[src/rtl/core/tcsa_pkg.sv]
package tcsa_pkg;

	localparam int CFG_ADDR_W = 3;
	localparam int CFG_DATA_W = 32;
	localparam int TICK_W     = 16;

	localparam logic [TICK_W-1:0] TICK_MAX             = '1;
	localparam logic [TICK_W-1:0] VBUS_DEBOUNCE_RESET  = 16'd150;
	localparam logic [TICK_W-1:0] CC_POLL_RESET        = 16'd20;

	// register index, taken from paddr[2]
	localparam logic REG_VBUS_DEBOUNCE = 1'b0;
	localparam logic REG_CC_POLL       = 1'b1;

	typedef enum logic [1:0] {
		ST_DETACHED  = 2'd0,
		ST_DETECTING = 2'd1,
		ST_ATTACHED  = 2'd2
	} conn_state_t;

	typedef enum logic [1:0] {
		POL_NONE = 2'd0,
		POL_CC1  = 2'd1,
		POL_CC2  = 2'd2
	} polarity_t;

	typedef enum logic [1:0] {
		EVT_NONE     = 2'd0,
		EVT_ATTACHED = 2'd1,
		EVT_DETACHED = 2'd2
	} dpm_event_t;

	typedef struct packed {
		logic [TICK_W-1:0] vbus_debounce_ticks;
		logic [TICK_W-1:0] cc_poll_ticks;
	} cfg_t;

	typedef struct packed {
		logic       tick;
		logic       vbus_present;
		logic       polarity_done;
		logic       scan_ready;
		logic [1:0] cc1_level;
		logic [1:0] cc2_level;
	} item_t;

	typedef struct packed {
		conn_state_t        fsm_state;
		logic [TICK_W-1:0]  debounce_count;
		logic               debounce_running;
		logic [TICK_W-1:0]  poll_count;
		logic               poll_running;
		logic [1:0]         last_cc1;
		logic [1:0]         last_cc2;
		logic               port_attached;
	} ctx_t;

	typedef struct packed {
		conn_state_t conn_state;
		logic        attached_flag;
		logic        scan_request;
		logic        polarity_request;
		polarity_t   polarity_choice;
		dpm_event_t  dpm_event;
	} result_t;

endpackage

[src/rtl/core/tcsa_if.sv]
interface tcsa_item_if;
	logic       valid;
	logic       ready;
	logic       tick;
	logic       vbus_present;
	logic       polarity_done;
	logic       scan_ready;
	logic [1:0] cc1_level;
	logic [1:0] cc2_level;

	modport source (output valid, tick, vbus_present, polarity_done, scan_ready,
		cc1_level, cc2_level, input ready);
	modport sink (input valid, tick, vbus_present, polarity_done, scan_ready,
		cc1_level, cc2_level, output ready);
endinterface

interface tcsa_result_if;
	logic       valid;
	logic       ready;
	logic [1:0] conn_state;
	logic       attached_flag;
	logic       scan_request;
	logic       polarity_request;
	logic [1:0] polarity_choice;
	logic [1:0] dpm_event;

	modport source (output valid, conn_state, attached_flag, scan_request,
		polarity_request, polarity_choice, dpm_event, input ready);
	modport sink (input valid, conn_state, attached_flag, scan_request,
		polarity_request, polarity_choice, dpm_event, output ready);
endinterface

[src/rtl/core/tcsa_cfg_regs.sv]
module tcsa_cfg_regs (
	input  logic                            clk,
	input  logic                            arst_n,
	input  logic                            psel,
	input  logic                            penable,
	input  logic                            pwrite,
	input  logic [tcsa_pkg::CFG_ADDR_W-1:0] paddr,
	input  logic [tcsa_pkg::CFG_DATA_W-1:0] pwdata,
	output logic [tcsa_pkg::CFG_DATA_W-1:0] prdata,
	output logic                            pready,
	output tcsa_pkg::cfg_t                  cfg
);
	import tcsa_pkg::*;

	logic [TICK_W-1:0] debounce_q;
	logic [TICK_W-1:0] poll_q;
	logic              wr_en;
	logic              reg_sel;

	assign pready  = 1'b1;
	assign reg_sel = paddr[2];
	assign wr_en   = psel && penable && pwrite;

	always_ff @(posedge clk or negedge arst_n) begin
		if (!arst_n) begin
			debounce_q <= VBUS_DEBOUNCE_RESET;
			poll_q     <= CC_POLL_RESET;
		end else if (wr_en) begin
			case (reg_sel)
				REG_VBUS_DEBOUNCE: debounce_q <= pwdata[TICK_W-1:0];
				REG_CC_POLL:       poll_q     <= pwdata[TICK_W-1:0];
				default:           ;
			endcase
		end
	end

	always_comb begin
		case (reg_sel)
			REG_VBUS_DEBOUNCE: prdata = {{(CFG_DATA_W-TICK_W){1'b0}}, debounce_q};
			REG_CC_POLL:       prdata = {{(CFG_DATA_W-TICK_W){1'b0}}, poll_q};
			default:           prdata = '0;
		endcase
	end

	assign cfg.vbus_debounce_ticks = debounce_q;
	assign cfg.cc_poll_ticks       = poll_q;

endmodule

[src/rtl/core/tcsa_step.sv]
module tcsa_step (
	input  tcsa_pkg::cfg_t    cfg,
	input  tcsa_pkg::ctx_t    ctx,
	input  tcsa_pkg::item_t   item,
	output tcsa_pkg::ctx_t    ctx_nxt,
	output tcsa_pkg::result_t res
);
	import tcsa_pkg::*;

	ctx_t       n;
	logic       scan, preq;
	polarity_t  pchoice;
	dpm_event_t evt;
	logic       go;

	always_comb begin
		n       = ctx;
		scan    = 1'b0;
		preq    = 1'b0;
		pchoice = POL_NONE;
		evt     = EVT_NONE;
		go      = 1'b1;

		// timers advance first, saturating
		if (item.tick) begin
			if (n.debounce_running && n.debounce_count != TICK_MAX)
				n.debounce_count = n.debounce_count + 1'b1;
			if (n.poll_running && n.poll_count != TICK_MAX)
				n.poll_count = n.poll_count + 1'b1;
		end

		case (ctx.fsm_state)
			ST_DETECTING: begin
				if (n.poll_running) begin
					if (n.poll_count < cfg.cc_poll_ticks) begin
						go = 1'b0;
					end else begin
						n.poll_running = 1'b0;
						n.poll_count   = '0;
						scan           = 1'b1;
					end
				end
				if (go && item.scan_ready) begin
					if (!item.vbus_present) begin
						n.poll_running     = 1'b0;
						n.poll_count       = '0;
						n.fsm_state        = ST_DETACHED;
						n.port_attached    = 1'b0;
						n.debounce_running = 1'b0;
						n.debounce_count   = '0;
						evt                = EVT_DETACHED;
						preq               = 1'b1;
						pchoice            = POL_NONE;
					end else if (item.cc1_level != item.cc2_level &&
							item.cc1_level == n.last_cc1 &&
							item.cc2_level == n.last_cc2) begin
						preq           = 1'b1;
						pchoice        = (item.cc1_level > item.cc2_level) ? POL_CC1 : POL_CC2;
						n.poll_running = 1'b0;
						n.poll_count   = '0;
						n.fsm_state    = ST_ATTACHED;
					end else begin
						n.last_cc1     = item.cc1_level;
						n.last_cc2     = item.cc2_level;
						n.poll_running = 1'b1;
						n.poll_count   = '0;
					end
				end
			end
			ST_ATTACHED: begin
				if (!n.port_attached) begin
					if (!item.polarity_done) begin
						go = 1'b0;
					end else begin
						n.port_attached = 1'b1;
						evt             = EVT_ATTACHED;
					end
				end
				// VBUS loss in the attach step: detached event wins
				if (go && !item.vbus_present) begin
					n.fsm_state        = ST_DETACHED;
					n.port_attached    = 1'b0;
					n.debounce_running = 1'b0;
					n.debounce_count   = '0;
					evt                = EVT_DETACHED;
					preq               = 1'b1;
					pchoice            = POL_NONE;
				end
			end
			default: begin
				n.fsm_state = ST_DETACHED;
				if (item.polarity_done) begin
					if (!item.vbus_present) begin
						n.debounce_running = 1'b0;
						n.debounce_count   = '0;
					end else if (!n.debounce_running) begin
						n.debounce_running = 1'b1;
						n.debounce_count   = '0;
					end else if (n.debounce_count >= cfg.vbus_debounce_ticks) begin
						n.debounce_running = 1'b0;
						n.debounce_count   = '0;
						n.fsm_state        = ST_DETECTING;
						n.last_cc1         = '0;
						n.last_cc2         = '0;
						scan               = 1'b1;
						n.poll_running     = 1'b0;
						n.poll_count       = '0;
					end
				end
			end
		endcase

		ctx_nxt              = n;
		res.conn_state       = n.fsm_state;
		res.attached_flag    = n.port_attached;
		res.scan_request     = scan;
		res.polarity_request = preq;
		res.polarity_choice  = pchoice;
		res.dpm_event        = evt;
	end

endmodule

[src/rtl/core/type_c_sink_attach_fsm.sv]
// USB Type-C sink attach/detach controller. Each transfer on item is one
// system update (timer tick flag, VBUS level, polarity-done, CC scan result)
// and produces exactly one transfer on result with the connection state and
// the pulses for that update (scan request, polarity request and choice, DPM
// attach/detach event). Throughput is one transfer per cycle while result is
// not back-pressured. The item lands in the input register at its acceptance
// edge; the state update is committed and the result register loaded when
// the item advances out of the input register, after which result is valid.
// Back pressure on result stalls the input register, which in turn drops
// item.ready. Timing
// registers live on the APB port: offset 0x0 VBUS debounce ticks (reset 150),
// offset 0x4 CC poll interval ticks (reset 20), 16 bits each, read back
// zero-extended. Write them only while no update is in flight. After reset
// the controller sits in DETACHED with no event pending.
module type_c_sink_attach_fsm (
	input  logic                            clk,
	input  logic                            arst_n,
	input  logic                            psel,
	input  logic                            penable,
	input  logic                            pwrite,
	input  logic [tcsa_pkg::CFG_ADDR_W-1:0] paddr,
	input  logic [tcsa_pkg::CFG_DATA_W-1:0] pwdata,
	output logic [tcsa_pkg::CFG_DATA_W-1:0] prdata,
	output logic                            pready,
	tcsa_item_if.sink                       item,
	tcsa_result_if.source                   result
);
	import tcsa_pkg::*;

	cfg_t    cfg;
	item_t   item_s1;
	logic    valid_s1;
	ctx_t    ctx_q;
	ctx_t    ctx_nxt;
	result_t res_nxt;
	result_t result_q;
	logic    result_valid_q;
	logic    advance;   // stage 1 item moves into the result register

	tcsa_cfg_regs u_cfg (
		.clk     (clk),
		.arst_n  (arst_n),
		.psel    (psel),
		.penable (penable),
		.pwrite  (pwrite),
		.paddr   (paddr),
		.pwdata  (pwdata),
		.prdata  (prdata),
		.pready  (pready),
		.cfg     (cfg)
	);

	tcsa_step u_step (
		.cfg     (cfg),
		.ctx     (ctx_q),
		.item    (item_s1),
		.ctx_nxt (ctx_nxt),
		.res     (res_nxt)
	);

	// result slot frees when empty or being taken this cycle
	assign advance    = valid_s1 && (!result_valid_q || result.ready);
	assign item.ready = !valid_s1 || advance;

	// input register
	always_ff @(posedge clk or negedge arst_n) begin
		if (!arst_n) begin
			valid_s1 <= 1'b0;
		end else if (item.ready) begin
			valid_s1 <= item.valid;
		end
	end

	always_ff @(posedge clk) begin
		if (item.ready && item.valid) begin
			item_s1.tick          <= item.tick;
			item_s1.vbus_present  <= item.vbus_present;
			item_s1.polarity_done <= item.polarity_done;
			item_s1.scan_ready    <= item.scan_ready;
			item_s1.cc1_level     <= item.cc1_level;
			item_s1.cc2_level     <= item.cc2_level;
		end
	end

	// controller state: commits once per update
	always_ff @(posedge clk or negedge arst_n) begin
		if (!arst_n) begin
			ctx_q.fsm_state        <= ST_DETACHED;
			ctx_q.debounce_count   <= '0;
			ctx_q.debounce_running <= 1'b0;
			ctx_q.poll_count       <= '0;
			ctx_q.poll_running     <= 1'b0;
			ctx_q.last_cc1         <= '0;
			ctx_q.last_cc2         <= '0;
			ctx_q.port_attached    <= 1'b0;
		end else if (advance) begin
			ctx_q <= ctx_nxt;
		end
	end

	// result register
	always_ff @(posedge clk or negedge arst_n) begin
		if (!arst_n) begin
			result_valid_q <= 1'b0;
		end else if (advance) begin
			result_valid_q <= 1'b1;
		end else if (result.ready) begin
			result_valid_q <= 1'b0;
		end
	end

	always_ff @(posedge clk) begin
		if (advance) begin
			result_q <= res_nxt;
		end
	end

	assign result.valid            = result_valid_q;
	assign result.conn_state       = result_q.conn_state;
	assign result.attached_flag    = result_q.attached_flag;
	assign result.scan_request     = result_q.scan_request;
	assign result.polarity_request = result_q.polarity_request;
	assign result.polarity_choice  = result_q.polarity_choice;
	assign result.dpm_event        = result_q.dpm_event;

	// attached flag only ever set while in SINK_ATTACHED
	a_attached_state: assert property (@(posedge clk) disable iff (!arst_n)
		ctx_q.port_attached |-> ctx_q.fsm_state == ST_ATTACHED)
		else $error("attached flag outside SINK_ATTACHED");

	// debounce timer only runs in DETACHED, poll timer only in DETECTING
	a_debounce_scope: assert property (@(posedge clk) disable iff (!arst_n)
		ctx_q.debounce_running |-> ctx_q.fsm_state == ST_DETACHED)
		else $error("debounce timer running outside DETACHED");

	a_poll_scope: assert property (@(posedge clk) disable iff (!arst_n)
		ctx_q.poll_running |-> ctx_q.fsm_state == ST_DETECTING)
		else $error("poll timer running outside DETECTING");

	// polarity choice is only meaningful with a request pulse
	a_choice_with_req: assert property (@(posedge clk) disable iff (!arst_n)
		(result_valid_q && !result_q.polarity_request) |->
			result_q.polarity_choice == POL_NONE)
		else $error("polarity choice without request");

	// attach event comes with attached state and flag
	a_attach_event: assert property (@(posedge clk) disable iff (!arst_n)
		(result_valid_q && result_q.dpm_event == EVT_ATTACHED) |->
			(result_q.conn_state == ST_ATTACHED && result_q.attached_flag))
		else $error("attach event without attached state");

endmodule

[src/flat_wrapper.sv]
// flat-port wrapper written by rule: the top's interface ports become plain ports
module type_c_sink_attach_fsm_flat import tcsa_pkg::*;
  (clk, arst_n, psel, penable, pwrite, paddr, pwdata, prdata, pready, item_valid, item_tick, item_vbus_present, item_polarity_done, item_scan_ready, item_cc1_level, item_cc2_level, item_ready, result_valid, result_conn_state, result_attached_flag, result_scan_request, result_polarity_request, result_polarity_choice, result_dpm_event, result_ready);
  tcsa_item_if item_i ();
  tcsa_result_if result_i ();
  input  logic clk;
  input  logic arst_n;
  input  logic psel;
  input  logic penable;
  input  logic pwrite;
  input  logic [tcsa_pkg::CFG_ADDR_W-1:0] paddr;
  input  logic [tcsa_pkg::CFG_DATA_W-1:0] pwdata;
  output logic [tcsa_pkg::CFG_DATA_W-1:0] prdata;
  output logic pready;
  input wire logic [$bits(item_i.valid)-1:0] item_valid;
  input wire logic [$bits(item_i.tick)-1:0] item_tick;
  input wire logic [$bits(item_i.vbus_present)-1:0] item_vbus_present;
  input wire logic [$bits(item_i.polarity_done)-1:0] item_polarity_done;
  input wire logic [$bits(item_i.scan_ready)-1:0] item_scan_ready;
  input wire logic [$bits(item_i.cc1_level)-1:0] item_cc1_level;
  input wire logic [$bits(item_i.cc2_level)-1:0] item_cc2_level;
  output wire logic [$bits(item_i.ready)-1:0] item_ready;
  output wire logic [$bits(result_i.valid)-1:0] result_valid;
  output wire logic [$bits(result_i.conn_state)-1:0] result_conn_state;
  output wire logic [$bits(result_i.attached_flag)-1:0] result_attached_flag;
  output wire logic [$bits(result_i.scan_request)-1:0] result_scan_request;
  output wire logic [$bits(result_i.polarity_request)-1:0] result_polarity_request;
  output wire logic [$bits(result_i.polarity_choice)-1:0] result_polarity_choice;
  output wire logic [$bits(result_i.dpm_event)-1:0] result_dpm_event;
  input wire logic [$bits(result_i.ready)-1:0] result_ready;
  assign item_i.valid = item_valid;
  assign item_i.tick = item_tick;
  assign item_i.vbus_present = item_vbus_present;
  assign item_i.polarity_done = item_polarity_done;
  assign item_i.scan_ready = item_scan_ready;
  assign item_i.cc1_level = item_cc1_level;
  assign item_i.cc2_level = item_cc2_level;
  assign item_ready = item_i.ready;
  assign result_valid = result_i.valid;
  assign result_conn_state = result_i.conn_state;
  assign result_attached_flag = result_i.attached_flag;
  assign result_scan_request = result_i.scan_request;
  assign result_polarity_request = result_i.polarity_request;
  assign result_polarity_choice = result_i.polarity_choice;
  assign result_dpm_event = result_i.dpm_event;
  assign result_i.ready = result_ready;
  type_c_sink_attach_fsm u_core (.clk(clk), .arst_n(arst_n), .psel(psel), .penable(penable), .pwrite(pwrite), .paddr(paddr), .pwdata(pwdata), .prdata(prdata), .pready(pready), .item(item_i), .result(result_i));
endmodule
[config.mk]
export PLATFORM = sky130hd
export DESIGN_NAME = type_c_sink_attach_fsm_flat
export DESIGN_NICKNAME = d
export VERILOG_FILES = /design/src/rtl/core/tcsa_pkg.sv /design/src/rtl/core/tcsa_if.sv /design/src/rtl/core/tcsa_cfg_regs.sv /design/src/rtl/core/tcsa_step.sv /design/src/rtl/core/type_c_sink_attach_fsm.sv /design/src/flat_wrapper.sv
export SDC_FILE = /design/constraint.sdc
export NUM_CORES = 1
export LEC_CHECK = 0
export BUFFER_PORTS_ARGS = -buffer_cell sky130_fd_sc_hd__buf_2
export CAP_MARGIN = 20
export CELL_PAD_IN_SITES_DETAIL_PLACEMENT = 1
export CELL_PAD_IN_SITES_GLOBAL_PLACEMENT = 1
export CORE_MARGIN = 1.5
export CORE_UTILIZATION = 49
export CTS_BUF_LIST = sky130_fd_sc_hd__clkbuf_16
export DETAILED_ROUTE_END_ITERATION = 12
export HOLD_SLACK_MARGIN = 0.1
export PLACE_DENSITY = 0.9
export SLEW_MARGIN = 10
export SYNTH_ARGS = -nofsm -noshare
export SYNTH_HDL_FRONTEND = slang
export SYNTH_HIERARCHICAL = 1
export SYNTH_SLANG_ARGS = --single-unit
[constraint.sdc]
create_clock -name clk -period 8.3 [get_ports clk]
set_input_delay 0 -clock clk [delete_from_list [all_inputs] [get_ports clk]]
set_output_delay 0 -clock clk [all_outputs]
set_load 0.01 [all_outputs]
# [Word level (Yosys, flattened, before mapping)]
# Cells that the tools add are included.
[totals] register_bits=92 input_bits=50 word_cells=124
[classes] addsub=2 order_cmp=3 eq_ne=11 muxes=55 bitwise_logic=2 reduce_logical=27
[op_table] cell="17-bit 2-to-1 mux" n=5
[op_table] cell="16-bit 2-to-1 mux" n=4
[op_table] cell="32-bit case mux with 2 select lines" n=1
[op_table] cell="21-bit 2-to-1 mux" n=2
[op_table] cell="21-bit case mux with 2 select lines" n=1
[op_table] cell="41-bit 2-to-1 mux" n=1
[op_table] cell="40-bit 2-to-1 mux" n=1
[op_table] cell="39-bit 2-to-1 mux" n=1
[op_table] cell="19-bit case mux with 2 select lines" n=1
[op_table] cell="16-bit by 1-bit adder with 16-bit output (second input constant)" n=2
[op_table] cell="16-bit != test (second input constant)" n=2
[op_table] cell="1-bit 2-to-1 mux" n=25
[op_table] cell="19-bit 2-to-1 mux" n=1
[op_table] cell="16-bit greater-or-equal comparator" n=1
[op_table] cell="16-bit less-than comparator" n=1
[op_table] cell="2-bit 2-to-1 mux" n=6
[op_table] cell="1-bit logical AND" n=10
[op_table] cell="2-bit nonzero test" n=5
[op_table] cell="4-bit 2-to-1 mux" n=2
[op_table] cell="2-bit != test (second input constant)" n=4
[op_table] cell="8-bit AND reduction" n=1
[op_table] cell="1-bit case mux with 2 select lines" n=3
[op_table] cell="6-bit AND reduction" n=1
[op_table] cell="5-bit AND reduction" n=1
[op_table] cell="other kinds (12)" n=18

# [Longest topological paths before layout]
# Gate-level depths: netlist (run 1).
[logic_depth] depth_word=11 ltp_mapped=17 depth_no_buf=16

# [Modules after synthesis]
# Netlist (run 1), hierarchy kept.
[by_module_without_submodules] module="type_c_sink_attach_fsm" n_inst=1 cells_each=112 area_per_inst_um2=2294.7
[by_module_without_submodules] module="tcsa_step" n_inst=1 cells_each=348 area_per_inst_um2=2282.2
[by_module_without_submodules] module="tcsa_cfg_regs" n_inst=1 cells_each=105 area_per_inst_um2=1605.3

# [Least setup slack after synthesis (run 1)]
# Ideal clock, no wire load.
[synth_path] path_type="register to register" start="register u_core/ctx_q[6] in the netlist's numbering" end="register u_core/ctx_q[11] in the netlist's numbering" t_arrival_ps=3811 path_slack_ps=4364 path_stages_with_launch=18 n_path_buf=1 period_less_slack_ps=3936 path_cell_list="dfrtp_1 ha_1 nand4_1 nor4_4 or4_1 or3_1 nor2_1 xor2_1 ha_1 nand4_1 nor4_1 o21ai_0 o211ai_2 o22ai_1 a31oi_4 buf_4 nor2b_1 mux2_4"
[synth_lines] element="from (decl)" line="type_c_sink_attach_fsm.sv:33" source="ctx_t ctx_q;"
[synth_lines] element="from (signal assigned)" line="type_c_sink_attach_fsm.sv:97" source="ctx_q <= ctx_nxt;"

==> metrics.md, run 1 <==
| Metric | Value |
|---|---|
| Status | `complete, no violations` |
| F_max | `0.2046 GHz` |
| Initial antenna violation count | `0` |
| DR top layer | `met4` |
| Vias in the first global route | `5,075` |
| Worst hold start | `penable` |
| Met2 wire len | `around 8600 um` |
| Max Clock Skew | `0.01043 ns` |
| Worst setup path class | `flip-flop to flip-flop` |
| Ratio of final minimum period to clock period | `58.90%` |
| RSZ-0062 raised after global routing | `false` |
| Largest net degree at the start of global routing | `76` |
| Metal1 wirelength | `6634 um` |
| Power density cells | `between 150 and 200 nW/um^2` |
| Worst-Margin Slew | `1.001 ns` |
| Critical Path RT | `between 8 and 9 ns` |
| TritonCTS clock tree | `yes` |
| Static leakage | `3.426 nW` |
| Reg2reg end | `u_core/ctx_q[11]` |
| Post-synthesis register bit count | `between 90 and 100` |
| Layout cell share with drive strength beyond 1 | `between 20% and 30%` |
| Synth top area share | `between 20% and 30%` |
| Post-Synthesis Cells | `565` |
| Path depth of the worst reg2reg path | `16` |
| Maximum capacitance violations | `0` |
| Largest area contributor in the netlist | `dfrtp_1` |
| Fin crit period | `just under 5 ns` |
| Total track usage | `about a quarter` |
| Post-route DRC | `0` |
| Post-layout nets | `730` |
| Critical path fanouts, max | `16` |
| Number of I/O pins | `94` |
| Relative slew slack | `between 30% and 40%` |
| Top FF cell, synth | `dfrtp_1` |
| First-pass iteration count of the detailed router | `4` |
| CP endpoint kind | `flip-flop` |
| Hold Crit Class | `primary input to flip-flop` |
| Clock buffer count from CTS | `9` |
| Most frequent cells in the layout | `69 x dfrtp_1, 57 x buf_2, 49 x mux2_4` |
| Starting DRC count in detailed routing | `between 150 and 200` |
| H-tree depth | `3` |
| Final core occ | `a little under 60%` |
| Worst-Skew Late Latency | `0.35 ns` |
| Total power after layout | `about 1.2 mW` |
| Critical path arrival | `5.12 ns` |
| Clock Root Buffer | `clkbuf_16` |
| Num rows | `40` |
| Register area share after synthesis | `between 30% and 40%` |
| Worst-path clk slew | `roughly 0.070 ns` |
| Final wirelength | `around 16,000 um` |
| Chip width | `between 100 and 150 um` |
| Total negative setup slack | `0 ns` |
| EDFF count, synth | `17` |
| Synth async-reset ratio | `between 80% and 90%` |
| CTS Sinks | `92` |
| Design area | `~7000 sq um` |
| Hold depth | `3` |
| DR vias/cell | `5.583` |
| Avg WL per Cell | `between 15 and 20 um` |
| Gpl congestion | `around 0.85` |
| Initial Util | `50.83%` |
| Syn. warnings | `6` |
| Reg2reg setup slack | `around 3.4 ns` |
| Overflow after GRT | `0` |
| Setup WS post-layout | `3.411 ns` |
| Area Overhead vs Synth | `13.62%` |
| Final setup viols | `0` |
| Synth area leaders | `dfrtp_1 28%, mux2_4 12%, edfxtp_1 8.3%` |
| Detailed placement HPWL | `about 11,000 um` |
| Core area | `roughly 12,000 sq um` |
| Fill cells | `~1.3k` |
| Worst VDD drop | `roughly 0.14 mV` |
| RR Startpoint | `u_core/ctx_q[6]` |
| Number of diodes | `0` |
| Synth Cell Area | `6182 sq um` |
| Startpoint Class | `flip-flop` |
| DIE HEIGHT | `between 100 and 150 um` |
| Global-route wire length before repair | `around 26,000 um` |
| Clock Tree Buf Depth | `2` |
| Placed Instance Area | `around 6500 sq um` |
| Final ANT Viol Nets | `0` |
| Post-synthesis average cell area | `10.94 sq um` |
| Most common cell after layout, fill and taps aside | `dfrtp_1` |
| DR vias | `around 4.6k` |
| Port buffer count | `a little under 60` |
| Metal3 WL | `517 um` |
| Post-Place Worst Slack | `approximately 3.5 ns` |
| Final Slew Violations | `0` |
| Die area | `about 13,000 sq um` |
| WHS Endpoint | `u_core/u_cfg/poll_q[13]` |
| Final Hold Violating Endpoints | `0` |
| Netlist cell types | `60` |
==> kinds of logic (layout without fill, tap and decap cells) <==
kind of cell | count (synthesis) | count (layout) | synth area share (%)
xor+xnor | 34 | 34 | 4.817
mux | 92 | 92 | 19.71
simple gates | 165 | 165 | 15.20
fa+ha+maj | 37 | 37 | 7.488
flops | 92 | 92 | 38.74
compound gates | 63 | 63 | 6.780
other cells | 2 | 17 | 0.1215
buf+inv | 80 | 148 | 7.144
==> timing repair <==
action | 4_1_cts | 5_1_grt
hold buffers | 28 | 0
setup buffers | 0 | 0
gates resized for setup | 0 | 0
endpoints found under the hold margin | 111 | 0
==> per-stage QoR <==
stage	hold WS, ns	cells
finish	0.2887	816
global route	0.3084	816
CTS	0.2787	816
detailed placement	0.1792	772
global placement	0.1776	772
floorplan	-0.2956	580
==> report_power, final <==
group | internal [mW] | switching, mW
registers | 0.511 | 0.0444
logic | 0.133 | 0.146
clock network | 0.199 | 0.180
==> synth_stat cells (all sizes together) (3+ instances only) <==
library cell	instances
o211ai	4
nand2b	5
ha	37
inv	45
xor2	15
nor2	28
nor4	5
or4	3
xnor2	19
nand3	17
o21ai	16
mux2	91
a31oi	4
edfxtp	17
a21oi	20
nand2	35
dfrtp	69
and2	3
o31ai	3
nor2b	33
dfstp	6
nor3	5
clkbuf	3
or3	4
and3	5
buf	32
nand4	13
==> how the worst max path moves through the flow <==
stage	to	slack, ns	cells after the start	startpoint
after floorplan	u_core/ctx_q[11]	4.36	17	u_core/ctx_q[6]
after global placement	u_core/ctx_q[19]	3.68	16	u_core/ctx_q[6]
after detailed placement	u_core/ctx_q[13]	3.52	16	u_core/ctx_q[6]
after CTS	u_core/ctx_q[13]	3.47	16	u_core/ctx_q[6]
after global routing	u_core/ctx_q[11]	3.02	16	u_core/ctx_q[6]
final	u_core/ctx_q[11]	3.41	16	u_core/ctx_q[6]
==> worst max-delay path: stages (launching register included) <==
cell      delay, ns
dfrtp_1        0.46
ha_1           0.28
nand4_1        0.16
nor4_4         0.08
nor4_1         0.67
nand2_1        0.17
or3_1          0.36
xnor2_1        0.17
ha_1           0.31
nand4_1        0.16
nor4_1         0.31
o21ai_0        0.16
o211ai_2       0.33
o22ai_1        0.18
a31oi_4        0.54
nor2b_1        0.12
mux2_4         0.30
==> sequential cells by signal (all words and copies together), names as in the netlist <==
register,cells
u_core/result.dpm_event,2
u_core/result.conn_state,2
u_core/u_cfg/debounce_q,16
u_core/item_s1,8
u_core/result.polarity_request,1
u_core/ctx_q,41
u_core/result.attached_flag,1
u_core/valid_s1,1
u_core/result.valid,1
u_core/result.polarity_choice,2
u_core/u_cfg/poll_q,16
u_core/result.scan_request,1
==> final cells by class <==
cell class | count | area [sq um] | share of cell area (%)
Tap cell | 168 | 210.2 | 2.993
Multi-Input combinational cell | 408 | 3410 | 48.54
Timing Repair Buffer | 87 | 580.6 | 8.265
Clock buffer | 9 | 225.2 | 3.206
Clock inverter | 7 | 35.03 | 0.4988
Inverter | 45 | 168.9 | 2.405
Sequential cell | 92 | 2395 | 34.09
==> per-layer routing <==
layer  GRT usage (%)  vias up
met5               0        -
met2           46.98      118
met1           30.70     2296
met4           9.794        0
met3           4.639       38
li1                -     2104
Power figures use the tool's default switching activity.
==> inputs of run 2 (changes only) <==
--- a/config.mk
+++ b/config.mk
@@ -5,16 +5,17 @@
 export SDC_FILE = /design/constraint.sdc
 export NUM_CORES = 1
 export LEC_CHECK = 0
+export ABC_AREA = 1
 export BUFFER_PORTS_ARGS = -buffer_cell sky130_fd_sc_hd__buf_2
 export CAP_MARGIN = 20
 export CELL_PAD_IN_SITES_DETAIL_PLACEMENT = 1
 export CELL_PAD_IN_SITES_GLOBAL_PLACEMENT = 1
 export CORE_MARGIN = 1.5
-export CORE_UTILIZATION = 49
+export CORE_UTILIZATION = 38
 export CTS_BUF_LIST = sky130_fd_sc_hd__clkbuf_16
 export DETAILED_ROUTE_END_ITERATION = 12
 export HOLD_SLACK_MARGIN = 0.1
-export PLACE_DENSITY = 0.9
+export PLACE_DENSITY = 0.81
 export SLEW_MARGIN = 10
 export SYNTH_ARGS = -nofsm -noshare
 export SYNTH_HDL_FRONTEND = slang
==> constraint.sdc (replaced) <==
create_clock -name clk -period 4.1 [get_ports clk]
set_input_delay 0 -clock clk [delete_from_list [all_inputs] [get_ports clk]]
set_output_delay 0 -clock clk [all_outputs]
set_load 0.01 [all_outputs]
==> metrics.md, run 2 <==
| Metric | Value |
|---|---|
| Fin crit period | `4.064 ns (was 4.889 ns)` |
| Die area | `18,930 sq um (was 13,300 sq um)` |
| Worst-path clk slew | `0.08 ns (was 0.07 ns)` |
| Non-Filler Instances | `1,302 (was 816)` |
| Synth top cells by count | `375 x nand2_1, 121 x nand3_1, 96 x inv_1 (was 69 x dfrtp_1, 49 x mux2_4, 45 x inv_1)` |
| Critical-path top delay cell | `dfrtp_1 (was nor4_1)` |
| Port buffer count | `58 (unchanged)` |
| Total negative setup slack | `0 ns (unchanged)` |
| Top FF cell, synth | `dfrtp_1 (unchanged)` |
| Metal1 wirelength | `9685 um (was 6634 um)` |
| DR top layer | `met4 (unchanged)` |
| Register area share after synthesis | `34.80% (was 38.74%)` |
| Synth area leaders | `dfrtp_1 25%, nand2_1 20%, nand3_1 8.8% (was dfrtp_1 28%, mux2_4 12%, edfxtp_1 8.3%)` |
| Largest register FFs | `41 (unchanged)` |
| Initial antenna violation count | `0 (unchanged)` |
| Starting DRC count in detailed routing | `312 (was 172)` |
| First-pass iteration count of the detailed router | `4 (unchanged)` |
| Largest net degree at the start of global routing | `76 (unchanged)` |
| Number of diodes | `0 (unchanged)` |
| Critical path fanouts, max | `5 (was 16)` |
| RR Startpoint | `u_core/ctx_q[24] (was u_core/ctx_q[6])` |
| Clock Root Buffer | `clkbuf_16 (unchanged)` |
| Delay-heaviest family, CP | `simple AND/OR/NAND/NOR gates (unchanged)` |
| Clock buffer count from CTS | `9 (unchanged)` |
| Critical path arrival | `4.36 ns (was 5.12 ns)` |
| Chip width | `137.6 um (was 115.3 um)` |
| Metal3 WL | `668 um (was 517 um)` |
| Startpoint Class | `flip-flop (unchanged)` |
| Total power after layout | `2.831 mW (was 1.214 mW)` |
| Total track usage | `21.95% (was 25.99%)` |
| Initial Util | `38.57% (was 50.83%)` |
| CTS Sinks | `92 (unchanged)` |
| EDFF count, synth | `17 (unchanged)` |
| Placed instance count | `1,229 (was 772)` |
| H-tree depth | `3 (unchanged)` |
| Worst setup path start | `u_core/ctx_q[24] (was u_core/ctx_q[6])` |
| Overflow after GRT | `0 (unchanged)` |
| RSZ-0062 raised after global routing | `true (was false)` |
| DIE HEIGHT | `137.6 um (was 115.3 um)` |
| Final Slew Violations | `0 (unchanged)` |
| Num rows | `49 (was 40)` |
| Post-route DRC | `0 (unchanged)` |
| Final Hold Violating Endpoints | `0 (unchanged)` |
| Relative slew slack | `34.04% (was 33.25%)` |
| Netlist cell types | `44 (was 60)` |
| Critical Path RT | `4.39 ns (was 8.53 ns)` |
| Syn. warnings | `6 (unchanged)` |
| Final ANT Viol Nets | `0 (unchanged)` |
| Status | `complete, no violations (unchanged)` |
| Worst VDD drop | `0.2134 mV (was 0.1369 mV)` |
| Synth Cell Area | `6882 sq um (was 6182 sq um)` |
| Number of I/O pins | `94 (unchanged)` |
| Vias in the first global route | `6,484 (was 5,075)` |
| Largest area contributor in the netlist | `dfrtp_1 (unchanged)` |
| Post-synthesis register bit count | `92 (unchanged)` |
| Clock Tree Buf Depth | `2 (unchanged)` |
| Post-Place Worst Slack | `0.005325 ns (was 3.516 ns)` |
| Gpl congestion | `0.8223 (was 0.8522)` |
| Most frequent cells in the layout | `370 x nand2_1, 111 x nand3_1, 88 x inv_1 (was 69 x dfrtp_1, 57 x buf_2, 49 x mux2_4)` |
| Worst-Skew Late Latency | `0.36 ns (was 0.35 ns)` |
| WP buf/inv | `4 (was 0)` |
| Synth async-reset ratio | `81.52% (unchanged)` |
| Worst setup path class | `flip-flop to flip-flop (unchanged)` |
| Hold Crit Class | `primary input to flip-flop (unchanged)` |
| Avg WL per Cell | `16.48 um (was 19.85 um)` |
| Met2 wire len | `10,730 um (was 8583 um)` |
| Synth top area share | `25.09% (was 27.93%)` |
| Crit-path most repeated cell | `nand2_1` |
| Area Overhead vs Synth | `22.76% (was 13.62%)` |
| CP endpoint kind | `flip-flop (unchanged)` |
| Power density cells | `335.1 nW/um^2 (was 172.8 nW/um^2)` |
| TritonCTS clock tree | `yes (unchanged)` |
| Final wirelength | `21,460 um (was 16,200 um)` |
| DR vias | `6,667 (was 4,556)` |
| Worst-Margin Slew | `0.9834 ns (was 1.001 ns)` |
| Final setup viols | `0 (unchanged)` |
| Detailed placement HPWL | `13,480 um (was 11,360 um)` |
| Core area | `17,840 sq um (was 12,160 sq um)` |
| Post-Synthesis Cells | `973 (was 565)` |
| Layout cell share with drive strength beyond 1 | `20.50% (was 28.24%)` |
| Post-synthesis average cell area | `7.073 sq um (was 10.94 sq um)` |
| Count leader, synth | `nand2_1 (was dfrtp_1)` |
| Maximum capacitance violations | `0 (unchanged)` |
| Most common cell after layout, fill and taps aside | `nand2_1 (was dfrtp_1)` |
| Global-route wire length before repair | `32,570 um (was 26,480 um)` |
| Max Clock Skew | `0.009452 ns (was 0.01043 ns)` |
| F_max | `0.2461 GHz (was 0.2046 GHz)` |
| Post-layout nets | `1,155 (was 730)` |
| Worst hold start | `pwrite (was penable)` |
| DR vias/cell | `5.121 (was 5.583)` |
| Ratio of final minimum period to clock period | `99.12% (was 58.90%)` |
| Delay of the slowest cell on the worst path | `0.41 ns (was 0.67 ns)` |
| Setup WS post-layout | `0.03625 ns (was 3.411 ns)` |
| Largest Register | `u_core/ctx_q (unchanged)` |
| Static leakage | `4.526 nW (was 3.426 nW)` |
| Largest registers | `u_core/ctx_q x41, u_core/u_cfg/debounce_q x16, u_core/u_cfg/poll_q x16 (unchanged)` |
run 2: metrics by stage:
| stage | hold slack [ns] | util [%] | instance area [sq um] |
|---|---|---|---|
| floorplan | -0.2956 | - | 6938 |
| global placement | 0.1833 | 40.83 | 7284 |
| detailed placement | 0.1804 | 40.83 | 7284 |
| CTS | 0.1414 | 44.08 | 7864 |
| global route | 0.1226 | 47.35 | 8448 |
| finish | 0.08131 | 47.35 | 8448 |
run 2: area by class of cell:
type	instances	area, sq um
multi-input combinational	719	3974
timing repair buffer	134	1077
tap	229	286.5
sequential	92	2396
clock buffer	9	225.2
inverter	112	420.4
fill	2272	9393
clock inverter	7	68.82
run 2: final timing paths:
kind                                               to  slack [ns]  cells past startpoint
min in group asynchronous            u_core/ctx_q[34]        0.63                      3
max in group asynchronous      u_core/u_cfg/poll_q[2]        2.82                      4
hold reg to reg            u_core/u_cfg/debounce_q[7]        0.48                      2
hold / removal             u_core/u_cfg/debounce_q[7]        0.08                      5
setup reg to reg                      u_core/ctx_q[2]        0.04                     28
setup / recovery                      u_core/ctx_q[2]        0.04                     28
run 2: metal layers:
metal	GRT usage, %	vias up
met2	38.56	136
li1	-	3272
met3	2.870	23
met1	28.46	3236
met5	0	-
met4	5.439	0
run 2: worst min-delay path: stages:
cell and delay (ns):
buf_2 0.12, inv_1 0.06, nor2_2 0.11, nand3_1 0.09, nand2_1 0.05
run 2: logic make-up (layout without fill, tap and decap cells):
group	count (synthesis)	in the layout	synth area share, %
and+or+nand+nor	591	592	38.51
buffers and inverters	178	262	12.22
DFF	92	92	34.80
AOI/OAI and AO/OA	44	44	3.927
adders and majority gates	37	37	6.727
xor gates and xnor gates	28	28	3.564
other	2	17	0.1091
muxes	1	1	0.1455
run 2: where the power goes:
part / switching (mW) / leakage (nW) / internal [mW]
sequential: 0.0940 / 1.15 / 1.04
combinational: 0.531 / 3.23 / 0.313
clock: 0.421 / 0.146 / 0.429
total: 1.05 / 4.53 / 1.79
run 2: timing repair:
action	4_1_cts	5_1_grt
endpoints found under the setup margin	16	48
resized for setup	2	58
endpoints found under the hold margin	110	5
buffers inserted	0	21
hold buffers	28	1
pin swaps	0	71
cloned	0	5
==> inputs of run 3 (changes only) <==
--- a/config.mk
+++ b/config.mk
@@ -10,12 +10,12 @@
 export CAP_MARGIN = 20
 export CELL_PAD_IN_SITES_DETAIL_PLACEMENT = 1
 export CELL_PAD_IN_SITES_GLOBAL_PLACEMENT = 1
-export CORE_MARGIN = 1.5
+export CORE_MARGIN = 2
 export CORE_UTILIZATION = 38
 export CTS_BUF_LIST = sky130_fd_sc_hd__clkbuf_16
 export DETAILED_ROUTE_END_ITERATION = 12
 export HOLD_SLACK_MARGIN = 0.1
-export PLACE_DENSITY = 0.81
+export PLACE_DENSITY = 0.82
 export SLEW_MARGIN = 10
 export SYNTH_ARGS = -nofsm -noshare
 export SYNTH_HDL_FRONTEND = slang
==> metrics.md, run 3 (same netlist as run 2, synthesis figures left out) <==
| Metric | Value |
|---|---|
| Initial antenna violation count | `0 (unchanged)` |
| Metal3 WL | `666 um (was 668 um)` |
| Ratio of final minimum period to clock period | `97.18% (was 99.12%)` |
| Status | `complete, no violations (unchanged)` |
| Register Area | `2396 sq um (unchanged)` |
| Max Clock Skew | `0.01516 ns (was 0.009452 ns)` |
| Worst-path clk slew | `0.08 ns (about the same)` |
| Hold Crit Class | `primary input to flip-flop (unchanged)` |
| Placed Instance Area | `7264 sq um (was 7284 sq um)` |
| Post-layout nets | `1,142 (was 1,155)` |
| DR top layer | `met4 (unchanged)` |
| DR vias | `6,600 (was 6,667)` |
| Core area | `17,840 sq um (unchanged)` |
| Largest registers | `u_core/ctx_q x41, u_core/u_cfg/debounce_q x16, u_core/u_cfg/poll_q x16 (unchanged)` |
| Clock Root Buffer | `clkbuf_16 (unchanged)` |
| Static leakage | `4.469 nW (was 4.526 nW)` |
| Final Slew Violations | `0 (unchanged)` |
| Avg WL per Cell | `16.53 um (was 16.48 um)` |
| Initial Util | `38.57% (unchanged)` |
| Final ANT Viol Nets | `0 (unchanged)` |
| Number of diodes | `0 (unchanged)` |
| DR vias/cell | `5.120 (was 5.121)` |
| DIE HEIGHT | `138.6 um (was 137.6 um)` |
| Final setup viols | `0 (unchanged)` |
| Detailed placement HPWL | `13,910 um (was 13,480 um)` |
| Metal1 wirelength | `9330 um (was 9685 um)` |
| Gpl congestion | `0.8062 (was 0.8223)` |
| Clock Tree Buf Depth | `2 (unchanged)` |
| Critical path fanouts, max | `5 (unchanged)` |
| Num rows | `49 (unchanged)` |
| TritonCTS clock tree | `yes (unchanged)` |
| Placed instance count | `1,228 (was 1,229)` |
| F_max | `0.2510 GHz (was 0.2461 GHz)` |
| Die area | `19,200 sq um (was 18,930 sq um)` |
| Relative slew slack | `38.81% (was 34.04%)` |
| Most common cell after layout, fill and taps aside | `nand2_1 (unchanged)` |
| Starting DRC count in detailed routing | `287 (was 312)` |
| Multi-input gate area | `3928 sq um (was 3974 sq um)` |
| Chip width | `138.6 um (was 137.6 um)` |
| Startpoint Class | `flip-flop (unchanged)` |
| Area Overhead vs Synth | `19.91% (was 22.76%)` |
| Delay of the slowest cell on the worst path | `0.39 ns (was 0.41 ns)` |
| RSZ-0062 raised after global routing | `true (unchanged)` |
| Global-route wire length before repair | `34,220 um (was 32,570 um)` |
| Critical-path top delay cell | `dfrtp_1 (unchanged)` |
| Vias in the first global route | `6,829 (was 6,484)` |
| Final Hold Violating Endpoints | `0 (unchanged)` |
| Final wirelength | `21,310 um (was 21,460 um)` |
| Critical Path RT | `4.40 ns (was 4.39 ns)` |
| Crit-path most repeated cell | `nand2_1 (unchanged)` |
| Worst setup path class | `flip-flop to flip-flop (unchanged)` |
| Setup WS post-layout | `0.1155 ns (was 0.03625 ns)` |
| Number of I/O pins | `94 (unchanged)` |
| Non-Filler Instances | `1,289 (was 1,302)` |
| Post-Place Worst Slack | `-0.05517 ns (was 0.005325 ns)` |
| CP endpoint kind | `flip-flop (unchanged)` |
| Fin crit period | `3.985 ns (was 4.064 ns)` |
| Worst VDD drop | `0.2310 mV (was 0.2134 mV)` |
| Met2 wire len | `10,910 um (was 10,730 um)` |
| Power density cells | `342.7 nW/um^2 (was 335.1 nW/um^2)` |
| Worst-Skew Late Latency | `0.36 ns (about the same)` |
| Design area | `8252 sq um (was 8448 sq um)` |
| Total track usage | `21.67% (was 21.95%)` |
| Fill cells | `2,270 (was 2,272)` |
| Worst-Margin Slew | `0.9122 ns (was 0.9834 ns)` |
| H-tree depth | `3 (unchanged)` |
| Layout cell share with drive strength beyond 1 | `18.30% (was 20.50%)` |
| Most frequent cells in the layout | `370 x nand2_1, 118 x nand3_1, 94 x inv_1 (was 370 x nand2_1, 111 x nand3_1, 88 x inv_1)` |
| Clock buffer count from CTS | `9 (unchanged)` |
| Overflow after GRT | `0 (unchanged)` |
| CTS Sinks | `92 (unchanged)` |
| Largest net degree at the start of global routing | `76 (unchanged)` |
| Port buffer count | `58 (unchanged)` |
| Maximum capacitance violations | `0 (unchanged)` |
| Post-route DRC | `0 (unchanged)` |
| Critical path arrival | `4.28 ns (was 4.36 ns)` |
| Largest Register | `u_core/ctx_q (unchanged)` |
| Largest register FFs | `41 (unchanged)` |
| First-pass iteration count of the detailed router | `4 (unchanged)` |
[run 3: changes by cell type in the layout (fill, tap and decap cells not counted), moves of 3 or more]
cell / change
buf_4: -9
clkbuf_16: -3
inv_1: +6
inv_2: -6
nand3_1: +7
nand3_2: -6
[run 3: stage by stage]
stage | util (%) | total power, mW | hold slack [ns] | TNS (ns)
after global routing | 46.25 | 3.003 | 0.1666 | -5.531
after floorplan | - | 1.642 | -0.2956 | 0
after detailed placement | 40.72 | 1.905 | 0.1811 | -0.2516
final | 46.25 | 2.828 | 0.1425 | 0
after CTS | 44.02 | 2.811 | 0.1302 | 0
after global placement | 40.72 | 1.866 | 0.1836 | 0
[run 3: area by class of cell]
cell class                 instances  share of cell area [%]
multi-input combinational        718                   47.60
sequential                        92                   29.04
timing repair buffer             122                   11.18
inverter                         112                   5.095
tap                              229                   3.472
clock buffer                       9                   2.729
clock inverter                     7                  0.8946
[run 3: worst paths after layout]
check / end / cells after the start / start / slack [ns]
max in group asynchronous: u_core/u_cfg/poll_q[2] / 4 / arst_n / 2.88
min: u_core/u_cfg/debounce_q[11] / 4 / penable / 0.14
max: u_core/ctx_q[2] / 28 / u_core/ctx_q[24] / 0.12
min reg2reg: u_core/u_cfg/debounce_q[2] / 2 / u_core/u_cfg/debounce_q[2] / 0.48
max reg2reg: u_core/ctx_q[2] / 28 / u_core/ctx_q[24] / 0.12
min in group asynchronous: u_core/ctx_q[35] / 3 / arst_n / 0.59
[run 3: critical path: cells and delay by family, from the launching register on]
kind	cells	cell delay, ns
and+or+nand+nor	18	1.82
AOI/OAI and AO/OA	3	0.58
adders and majority gates	2	0.47
buffers and inverters	4	0.44
DFF	1	0.39
xor gates and xnor gates	1	0.22
[run 3: where the power goes]
group / switching, mW / internal [mW]
sequential: 0.0963 / 1.04
clock: 0.432 / 0.434
combinational: 0.522 / 0.300
total: 1.05 / 1.78
[run 3: repair_timing]
action / in CTS / in global routing
gates resized for setup: 3 / 48
hold buffers: 28 / 1
cloned: 0 / 1
setup endpoints to repair: 19 / 48
endpoints found under the hold margin: 110 / 15
setup buffers: 0 / 14
pin swaps: 0 / 37
[run 3: layer usage]
metal	GRT usage, %	up-vias
met3	3.108	24
met5	0	-
met4	5.639	0
met1	27.52	3235
met2	38.74	107
li1	-	3234
